<file path="src/hw/rtl/blc_pkg.sv">
// Package for the blind and light actuator controller.
// Holds the word types, configuration and state records, register indexes and the duty table.
// No dependencies.
package blc_pkg;

    localparam int LUX_BITS = 16;

    localparam int CFG_INDEX_W = 3;
    localparam int CFG_DATA_W  = 16;

    localparam logic [CFG_INDEX_W-1:0] CFG_DAY_START_HOUR = 3'd0;
    localparam logic [CFG_INDEX_W-1:0] CFG_DAY_END_HOUR   = 3'd1;
    localparam logic [CFG_INDEX_W-1:0] CFG_LUX_THRESHOLD  = 3'd2;
    localparam logic [CFG_INDEX_W-1:0] CFG_OPEN_ANGLE     = 3'd3;
    localparam logic [CFG_INDEX_W-1:0] CFG_SLEW_STEP      = 3'd4;
    localparam logic [CFG_INDEX_W-1:0] CFG_SNAP_WINDOW    = 3'd5;

    localparam logic [1:0] LEVEL_OFF  = 2'd0;
    localparam logic [1:0] LEVEL_FILL = 2'd2;
    localparam logic [1:0] LEVEL_NIGHT = 2'd3;

    typedef struct packed {
        logic                auto_mode;
        logic                power_on;
        logic                person_present;
        logic [LUX_BITS-1:0] light_lux;
        logic [4:0]          hour_of_day;
        logic                hour_valid;
        logic [7:0]          requested_angle;
        logic [1:0]          requested_level;
    } tick_t;

    typedef struct packed {
        logic [7:0] servo_angle;
        logic       angle_written;
        logic       servo_enabled;
        logic [7:0] led_duty;
        logic [7:0] target_angle;
        logic [1:0] target_level;
        logic       state_changed;
    } result_t;

    typedef struct packed {
        logic [4:0]          day_start_hour;
        logic [4:0]          day_end_hour;
        logic [LUX_BITS-1:0] lux_threshold;
        logic [7:0]          open_angle;
        logic [3:0]          slew_step;
        logic [3:0]          snap_window;
    } cfg_t;

    typedef struct packed {
        logic [7:0] current_angle;
        logic       angle_known;
        logic [7:0] last_sent_angle;
        logic       last_sent_valid;
        logic       servo_attached;
        logic [7:0] shared_angle;
        logic [1:0] shared_level;
    } state_t;

    function automatic logic [7:0] duty_of(input logic [1:0] level);
        logic [7:0] duty;
        unique case (level)
            2'd0:    duty = 8'd0;
            2'd1:    duty = 8'd85;
            2'd2:    duty = 8'd170;
            default: duty = 8'd255;
        endcase
        return duty;
    endfunction

endpackage

</file>
<file path="src/hw/rtl/blc_tick_logic.sv">
// Combinational tick logic: target selection, slew step and servo attach control.
// Depends on blc_pkg for the word, configuration and state types.
module blc_tick_logic
    import blc_pkg::*;
(
    input  tick_t   tick,
    input  cfg_t    cfg,
    input  state_t  state,
    output state_t  state_next,
    output result_t result
);

    logic       daytime;
    logic [7:0] tgt_angle;
    logic [1:0] tgt_level;
    logic       changed;
    logic [7:0] start_angle;
    logic       attached_pre;
    logic [7:0] gap;
    logic [7:0] move;
    logic [7:0] new_angle;
    logic       written;

    always_comb
    begin
        state_next = state;
        daytime = !tick.hour_valid ||
                  (tick.hour_of_day >= cfg.day_start_hour &&
                   tick.hour_of_day < cfg.day_end_hour);
        tgt_angle = tick.requested_angle;
        tgt_level = tick.requested_level;
        changed   = 1'b0;

        if (tick.auto_mode && tick.power_on)
        begin
            if (daytime)
            begin
                tgt_angle = cfg.open_angle;
                tgt_level = (tick.person_present && tick.light_lux < cfg.lux_threshold)
                            ? LEVEL_FILL : LEVEL_OFF;
            end
            else
            begin
                tgt_angle = 8'd0;
                tgt_level = tick.person_present ? LEVEL_NIGHT : LEVEL_OFF;
            end
            if (state.shared_angle != tgt_angle || state.shared_level != tgt_level)
            begin
                state_next.shared_angle = tgt_angle;
                state_next.shared_level = tgt_level;
                changed = 1'b1;
            end
        end
        if (!tick.power_on)
        begin
            tgt_angle = 8'd0;
            tgt_level = LEVEL_OFF;
            state_next.shared_angle = 8'd0;
            state_next.shared_level = LEVEL_OFF;
        end

        start_angle  = state.angle_known ? state.current_angle : tgt_angle;
        attached_pre = state.servo_attached || (start_angle != tgt_angle);
        gap = (start_angle > tgt_angle) ? (start_angle - tgt_angle)
                                        : (tgt_angle - start_angle);
        move = ({4'd0, cfg.slew_step} < gap) ? {4'd0, cfg.slew_step} : gap;

        if (gap > {4'd0, cfg.snap_window})
        begin
            new_angle = (start_angle < tgt_angle) ? (start_angle + move)
                                                  : (start_angle - move);
        end
        else
        begin
            new_angle = tgt_angle;
        end

        written = !state.last_sent_valid || (state.last_sent_angle != new_angle);

        state_next.current_angle   = new_angle;
        state_next.angle_known     = 1'b1;
        state_next.last_sent_angle = new_angle;
        state_next.last_sent_valid = 1'b1;
        state_next.servo_attached  = written ? attached_pre : 1'b0;

        result.servo_angle   = new_angle;
        result.angle_written = written;
        result.servo_enabled = state_next.servo_attached;
        result.led_duty      = duty_of(tgt_level);
        result.target_angle  = tgt_angle;
        result.target_level  = tgt_level;
        result.state_changed = changed;
    end

endmodule

</file>
<file path="src/hw/rtl/blind_and_light_actuator_controller_unit.sv">
// Top level of the blind and light actuator controller.
// Depends on blc_pkg and instantiates blc_tick_logic.
//
// Each tick word passes an input register and then a result register. A new tick can be taken
// in every cycle while the result side does not stall; the rate is set by the single update of
// the controller state as a word enters the result register. One tick can wait in the input
// register while a finished result is stalled. Configuration writes are always ready and take
// effect on the next tick that reaches the logic.
module blind_and_light_actuator_controller_unit
    import blc_pkg::*;
(
    input  logic                   clk,
    input  logic                   rst_n,
    input  logic                   tick_valid,
    output logic                   tick_stall,
    input  tick_t                  tick,
    output logic                   result_valid,
    input  logic                   result_stall,
    output result_t                result,
    input  logic                   cfg_valid,
    output logic                   cfg_ready,
    input  logic [CFG_INDEX_W-1:0] cfg_index,
    input  logic [CFG_DATA_W-1:0]  cfg_data
);

    logic    in_valid_reg;
    tick_t   in_data_reg;
    logic    out_valid_reg;
    result_t out_data_reg;
    cfg_t    cfg_reg;
    state_t  state_reg;
    state_t  state_next;
    result_t result_next;
    logic    out_free;
    logic    advance;

    assign out_free   = !out_valid_reg || !result_stall;
    assign advance    = in_valid_reg && out_free;
    assign tick_stall = in_valid_reg && !out_free;
    assign cfg_ready  = 1'b1;

    assign result_valid = out_valid_reg;
    assign result       = out_data_reg;

    blc_tick_logic u_tick_logic (
        .tick       (in_data_reg),
        .cfg        (cfg_reg),
        .state      (state_reg),
        .state_next (state_next),
        .result     (result_next)
    );

    always_ff @(posedge clk or negedge rst_n)
    begin
        if (!rst_n)
        begin
            in_valid_reg  <= 1'b0;
            out_valid_reg <= 1'b0;
        end
        else
        begin
            if (!tick_stall)
            begin
                in_valid_reg <= tick_valid;
            end
            if (out_free)
            begin
                out_valid_reg <= in_valid_reg;
            end
        end
    end

    always_ff @(posedge clk)
    begin
        if (tick_valid && !tick_stall)
        begin
            in_data_reg <= tick;
        end
        if (advance)
        begin
            out_data_reg <= result_next;
        end
    end

    always_ff @(posedge clk or negedge rst_n)
    begin
        if (!rst_n)
        begin
            state_reg.current_angle   <= 8'd0;
            state_reg.angle_known     <= 1'b0;
            state_reg.last_sent_angle <= 8'd0;
            state_reg.last_sent_valid <= 1'b0;
            state_reg.servo_attached  <= 1'b1;
            state_reg.shared_angle    <= 8'd0;
            state_reg.shared_level    <= LEVEL_OFF;
        end
        else if (advance)
        begin
            state_reg <= state_next;
        end
    end

    always_ff @(posedge clk or negedge rst_n)
    begin
        if (!rst_n)
        begin
            cfg_reg.day_start_hour <= 5'd7;
            cfg_reg.day_end_hour   <= 5'd19;
            cfg_reg.lux_threshold  <= LUX_BITS'(200);
            cfg_reg.open_angle     <= 8'd90;
            cfg_reg.slew_step      <= 4'd3;
            cfg_reg.snap_window    <= 4'd2;
        end
        else if (cfg_valid && cfg_ready)
        begin
            unique case (cfg_index)
                CFG_DAY_START_HOUR: cfg_reg.day_start_hour <= cfg_data[4:0];
                CFG_DAY_END_HOUR:   cfg_reg.day_end_hour   <= cfg_data[4:0];
                CFG_LUX_THRESHOLD:  cfg_reg.lux_threshold  <= cfg_data[LUX_BITS-1:0];
                CFG_OPEN_ANGLE:     cfg_reg.open_angle     <= cfg_data[7:0];
                CFG_SLEW_STEP:      cfg_reg.slew_step      <= cfg_data[3:0];
                CFG_SNAP_WINDOW:    cfg_reg.snap_window    <= cfg_data[3:0];
                default:
                begin
                end
            endcase
        end
    end

    // A new angle is only ever sent while the servo drive is attached.
    assert property (@(posedge clk) disable iff (!rst_n)
        result_valid |-> (!result.angle_written || result.servo_enabled))
        else $error("angle written while servo detached");

    // Automatic mode never chooses the first light level.
    assert property (@(posedge clk) disable iff (!rst_n)
        (result_valid && result.state_changed) |-> (result.target_level != 2'd1))
        else $error("state change with a level automatic mode cannot choose");

    // The input side only stalls when a word is held in the input register.
    assert property (@(posedge clk) disable iff (!rst_n)
        tick_stall |-> (in_valid_reg && out_valid_reg))
        else $error("tick stalled with no word held");

    // After any tick the last sent angle follows the current angle.
    assert property (@(posedge clk) disable iff (!rst_n)
        state_reg.angle_known |-> (state_reg.last_sent_angle == state_reg.current_angle))
        else $error("last sent angle differs from current angle");

endmodule

</file>
<file path="config.mk">
export PLATFORM = sky130hd
export DESIGN_NAME = blind_and_light_actuator_controller_unit
export DESIGN_NICKNAME = d
export VERILOG_FILES = /design/src/hw/rtl/blc_pkg.sv /design/src/hw/rtl/blc_tick_logic.sv /design/src/hw/rtl/blind_and_light_actuator_controller_unit.sv
export SDC_FILE = /design/constraint.sdc
export NUM_CORES = 1
export LEC_CHECK = 0
export BUFFER_PORTS_ARGS = -buffer_cell sky130_fd_sc_hd__buf_2
export CAP_MARGIN = 15
export CORE_ASPECT_RATIO = 1.1
export CORE_UTILIZATION = 31
export CTS_CLUSTER_DIAMETER = 40
export DETAILED_ROUTE_END_ITERATION = 7
export PLACE_DENSITY = 0.57
export SLEW_MARGIN = 20
export SYNTH_ARGS = -nofsm -noshare
export SYNTH_HDL_FRONTEND = slang
export SYNTH_SLANG_ARGS = --single-unit
</file>
<file path="constraint.sdc">
create_clock -name clk -period 7.6 [get_ports clk]
set_input_delay 1.9 -clock clk [delete_from_list [all_inputs] [get_ports clk]]
set_output_delay 1.9 -clock clk [all_outputs]
set_load 0.02 [all_outputs]
</file>
==> results.tsv, run 1 <==
metric	value	unit
via count	5548	
Slew HR	37.7	%
Fin. Hold Viols	0	
die width	147	um
TritonCTS Buffers	17	
1st-iter DRT viols	288	
Post-synth EDFFs	57	
slowest stage cell, crit path	dfstp_2	
maximum clock path buffer count	2	
clk slew on worst S/H paths	60	ps
setup TNS	0	ps
post-synthesis sequential area ratio	46.6	%
antenna violation net count after detailed routing	0	
fin area	9030	um^2
main area contributors after synthesis	edfxtp_1, dfrtp_1, ha_1	
largest net degree at the start of global routing	65	
Max Clock Freq	0.138	GHz
total die area	23700	um^2
critical-path maximum fanout	6	
critical path class	register to register	
area leader, netlist	edfxtp_1	
synthesized area	7160	um^2
Max-Cap Viols	0	
Worst VDD drop	0.225	mV
Detailed Routing Iterations Pass 1	5	
Max Slew Vio Count	0	
num rows	57	
run status	finished, final reports clean	
GRT overflow	0	
CP Data Required Time	7770	ps
clk sink count	121	
clk root buf	clkbuf_16	
Port Buffers	89	
worst skew pair latency	420	ps
synth warn	0	
Final Setup Violations	0	
most frequent cells in the layout	buf_2, nand2_1, inv_1, buf_4, edfxtp_1	
Worst Hold Class	register to register	
Syn-to-layout area delta	26.2	%
CTS tree	built	
diode count	0	
final worst path period share	95.6	%
Fin Hold WS	487	ps
# IOs	91	
Worst setup EP type	register	
ys flop type	edfxtp_1	
Die H	161	um
P_leak	0.00393	uW
clock skew	13.1	ps
post-synthesis cell count	701	
FFs w/ async S/R, synth	52.9	%
detailed-placement wirelength estimate	12800	um
worst-margin pin slew	935	ps
share of layout cells above drive strength 1	31.5	%
routability cong.	0.852	
max reg flops	42	
GRT Resource Usage Total	15.0	%
Power per Cell Area	450	nW/um^2
DR DRC count	0	
Util after Layout	40.3	%
vias per inst	4.85	
Yosys top cell area share	23.9	%
worst endpoint data arrival time	7430	ps
post-synth cell types	72	
Final min period	7260	ps
vias in the first global route	5375	
Syn Nets	813	
H-tree levels	4	
initial core utilization	32.0	%
Yosys reg bits	121	
core area	22400	um^2
commonest non-fill, non-tap cell in the layout	buf_2	
startpoint type of the worst setup path	register	
Area after DPL	8230	um^2
global-route wire length before repair	27600	um
wire per inst	15.0	um
Routed WL	17100	um
syn_area_per_cell	10.2	um^2
initial antenna violation count	0	
crit-path max cell delay	510	ps
Final nets	949	
## worst max-delay path: cells and delay by family, from the launching register on
| family | cells | cell delay [ps] |
|---|---|---|
| adders and majority gates | 6 | 1650 |
| and+or+nand+nor | 9 | 1170 |
| DFF | 1 | 510 |
| xor gates and xnor gates | 3 | 630 |
| buffers and inverters | 3 | 160 |
| AOI/OAI and AO/OA | 16 | 2750 |
| muxes | 1 | 130 |
## cell type report
type                    count  area, um^2
flip-flops and latches    121        3330
clock buffers              17         425
multi-input cells         488        3630
fillers                  2200       13400
clock inverters            15         164
repair buffers            147         881
well taps                 295         369
inverters                  62         233
## what timing repair did
action / CTS / global route
gates resized for setup: 2 / 46
buffers inserted: 0 / 7
hold buffers: 0 / 0
endpoints found under the hold margin: 0 / 0
setup endpoints to repair: 3 / 10
pin swaps: 0 / 19
## routing by layer
layer / vias up / track usage, % / share of wire, %
met3: 21 / 3.53 / 3.5
met2: 125 / 24.4 / 47
li1: 2781 / - / -
met5: - / 0 / 0
met4: 0 / 5.68 / 2.1
met1: 2621 / 19.4 / 48
## cell families after synthesis
family	synth area share, %
mux	4.21
fa+ha+maj	9.90
simple gates	14.4
flops	46.6
other cells	0.0524
buf+inv	5.38
compound gates	15.9
xor+xnor	3.57
## metrics by stage
| step | total power (uW) | setup slack (ps) | cells |
|---|---|---|---|
| after floorplan | 2430 | 81.2 | 701 |
| after global routing | 4370 | -51.7 | 1145 |
| after CTS | 3950 | 19.1 | 1138 |
| after detailed placement | 3120 | -49.1 | 1106 |
| after global placement | 3100 | 72.5 | 1106 |
| final | 4060 | 337 | 1145 |
## worst paths after layout
path	start	to	slack [ps]	cells past startpoint
max	cfg_reg[33]	result[19]	340	38
max reg2reg	cfg_reg[33]	result[19]	340	38
min	in_valid_reg	result_valid	490	1
min reg2reg	in_valid_reg	result_valid	490	1
max in group asynchronous	rst_n	cfg_reg[40]	5360	2
min in group asynchronous	rst_n	state_reg[19]	1670	2
## Yosys cell counts, drive strengths merged (11+ instances only)
library cell  instances
a21oi                33
buf                  13
clkbuf               17
dfrtp                47
dfstp                17
edfxtp               57
ha                   50
inv                  62
mux2                 22
nand2                88
nand2b               14
nor2                 34
nor2b                12
nor3                 13
o21a                 11
o21ai                55
xnor2                18
## power breakdown
part           switching, uW  internal (uW)
Clock                    319            489
Sequential              99.0            869
Combinational           1220           1070
Total                   1640           2430
No activity file was read; power rests on OpenSTA's default activity.
==> run 2: changes to the inputs <==
CORE_ASPECT_RATIO = 0.5   (was 1.1)
==> results.tsv, run 2 (same netlist as run 1, synthesis figures left out) <==
metric	value	unit
run status	finished, final reports clean	
# IOs	91	
Final min period	7300	ps
Slew HR	35.9	%
clk root buf	clkbuf_16	
setup TNS	0	ps
critical path class	register to register	
TritonCTS Buffers	17	
maximum clock path buffer count	2	
startpoint type of the worst setup path	register	
Final Setup Violations	0	
largest net degree at the start of global routing	65	
Power per Cell Area	441	nW/um^2
Port Buffers	89	
Worst Setup Slack, final	302	ps
max reg flops	42	
Worst setup EP type	register	
detailed-placement wirelength estimate	13300	um
DR DRC count	0	
clk sink count	121	
initial antenna violation count	0	
P_leak	0.00391	uW
initial core utilization	32.3	%
die width	217	um
share of layout cells above drive strength 1	31.8	%
GRT overflow	0	
diode count	0	
Worst Hold Class	register to register	
Syn-to-layout area delta	26.3	%
worst endpoint data arrival time	7460	ps
CTS tree	built	
core area	22200	um^2
worst slack at placement	-124	ps
routability cong.	0.865	
via count	5611	
worst skew pair latency	420	ps
critical-path maximum fanout	6	
final worst path period share	96.0	%
Max Slew Vio Count	0	
antenna violation net count after detailed routing	0	
commonest non-fill, non-tap cell in the layout	buf_2	
CP Data Required Time	7760	ps
Max-Cap Viols	0	
num rows	38	
crit-path max cell delay	510	ps
Detailed Routing Iterations Pass 1	5	
global-route wire length before repair	29000	um
clk slew on worst S/H paths	60	ps
Die H	109	um
Worst VDD drop	0.185	mV
Routed WL	18200	um
Fin. Hold Viols	0	
clock skew	12.7	ps
Tot Pwr	3990	uW
Max Clock Freq	0.137	GHz
1st-iter DRT viols	351	
slowest stage cell, crit path	dfstp_2	
H-tree levels	4	
vias per inst	4.88	
vias in the first global route	5539	
most frequent cells in the layout	buf_2, nand2_1, inv_1, edfxtp_1, buf_4	
Final nets	948	
GRT Resource Usage Total	15.7	%
total die area	23700	um^2
worst-margin pin slew	962	ps
wire per inst	15.8	um
==> run 2: cell types whose count changed in the layout (fill, tap and decap cells not counted), moves of 2 or more <==
cell / before / now
ha_2: 5 / 2
ha_4: 1 / 5
inv_6: 5 / 1
o21ai_1: 10 / 7
clkbuf_1: 0 / 4
a21oi_2: 3 / 6
a21oi_1: 28 / 26
inv_2: 1 / 3
bufinv_16: 2 / 0
inv_1: 61 / 59
==> run 2: worst paths after layout <==
path,cells after the start,slack (ps),startpoint,endpoint
min in group asynchronous,2,1670,rst_n,state_reg[18]
max,38,300,cfg_reg[33],result[19]
min reg2reg,1,500,in_valid_reg,result_valid
min,1,500,in_valid_reg,result_valid
max reg2reg,38,300,cfg_reg[33],result[19]
max in group asynchronous,2,5310,rst_n,cfg_reg[31]
==> run 2: critical path: cells and delay by family, from the launching register on <==
kind	cells	cell delay, ps
flip-flops	1	510
AO/OA/AOI/OAI	16	2820
multiplexers	1	130
AND/OR/NAND/NOR	9	1160
XOR/XNOR	3	640
adder cells (fa/ha/maj)	6	1600
buffers and inverters	3	180
==> run 2: per-stage QoR <==
step	std cells	hold WS, ps	utilization, %	cell area, um^2
after CTS	1141	503	39.7	8790
after global placement	1109	465	37.1	8220
after detailed placement	1109	486	37.1	8230
after floorplan	701	457	-	7170
after global routing	1149	519	40.8	9040
final	1149	502	40.8	9040
==> run 2: area by class of cell <==
| cell class | count | area (um^2) |
|---|---|---|
| clock buffer | 23 | 479 |
| clock inverter | 9 | 67.6 |
| fill | 2186 | 13100 |
| inverter | 62 | 233 |
| multi-input combinational | 488 | 3680 |
| sequential | 121 | 3330 |
| tap | 300 | 375 |
| timing repair buffer | 146 | 873 |
==> run 2: where the power goes <==
part / leakage [uW] / internal [uW] / switching, uW
sequential: 0.00130 / 870 / 101
combinational: 0.00234 / 1040 / 1220
clock: 0.000267 / 447 / 307
total: 0.00391 / 2360 / 1630
==> run 2: what timing repair did <==
| action | in CTS | in global routing |
|---|---|---|
| pin swaps | 0 | 21 |
| resized for setup | 7 | 48 |
| setup buffers | 0 | 8 |
| hold buffers | 0 | 0 |
| setup endpoints to repair | 5 | 7 |
==> run 2: layer usage <==
| layer | up-vias | wire length [um] | track usage [%] |
|---|---|---|---|
| li1 | 2769 | - | - |
| met5 | - | 0 | 0 |
| met3 | 21 | 667 | 3.04 |
| met1 | 2705 | 8750 | 20.7 |
| met4 | 0 | 260 | 5.48 |
| met2 | 116 | 8510 | 26.0 |
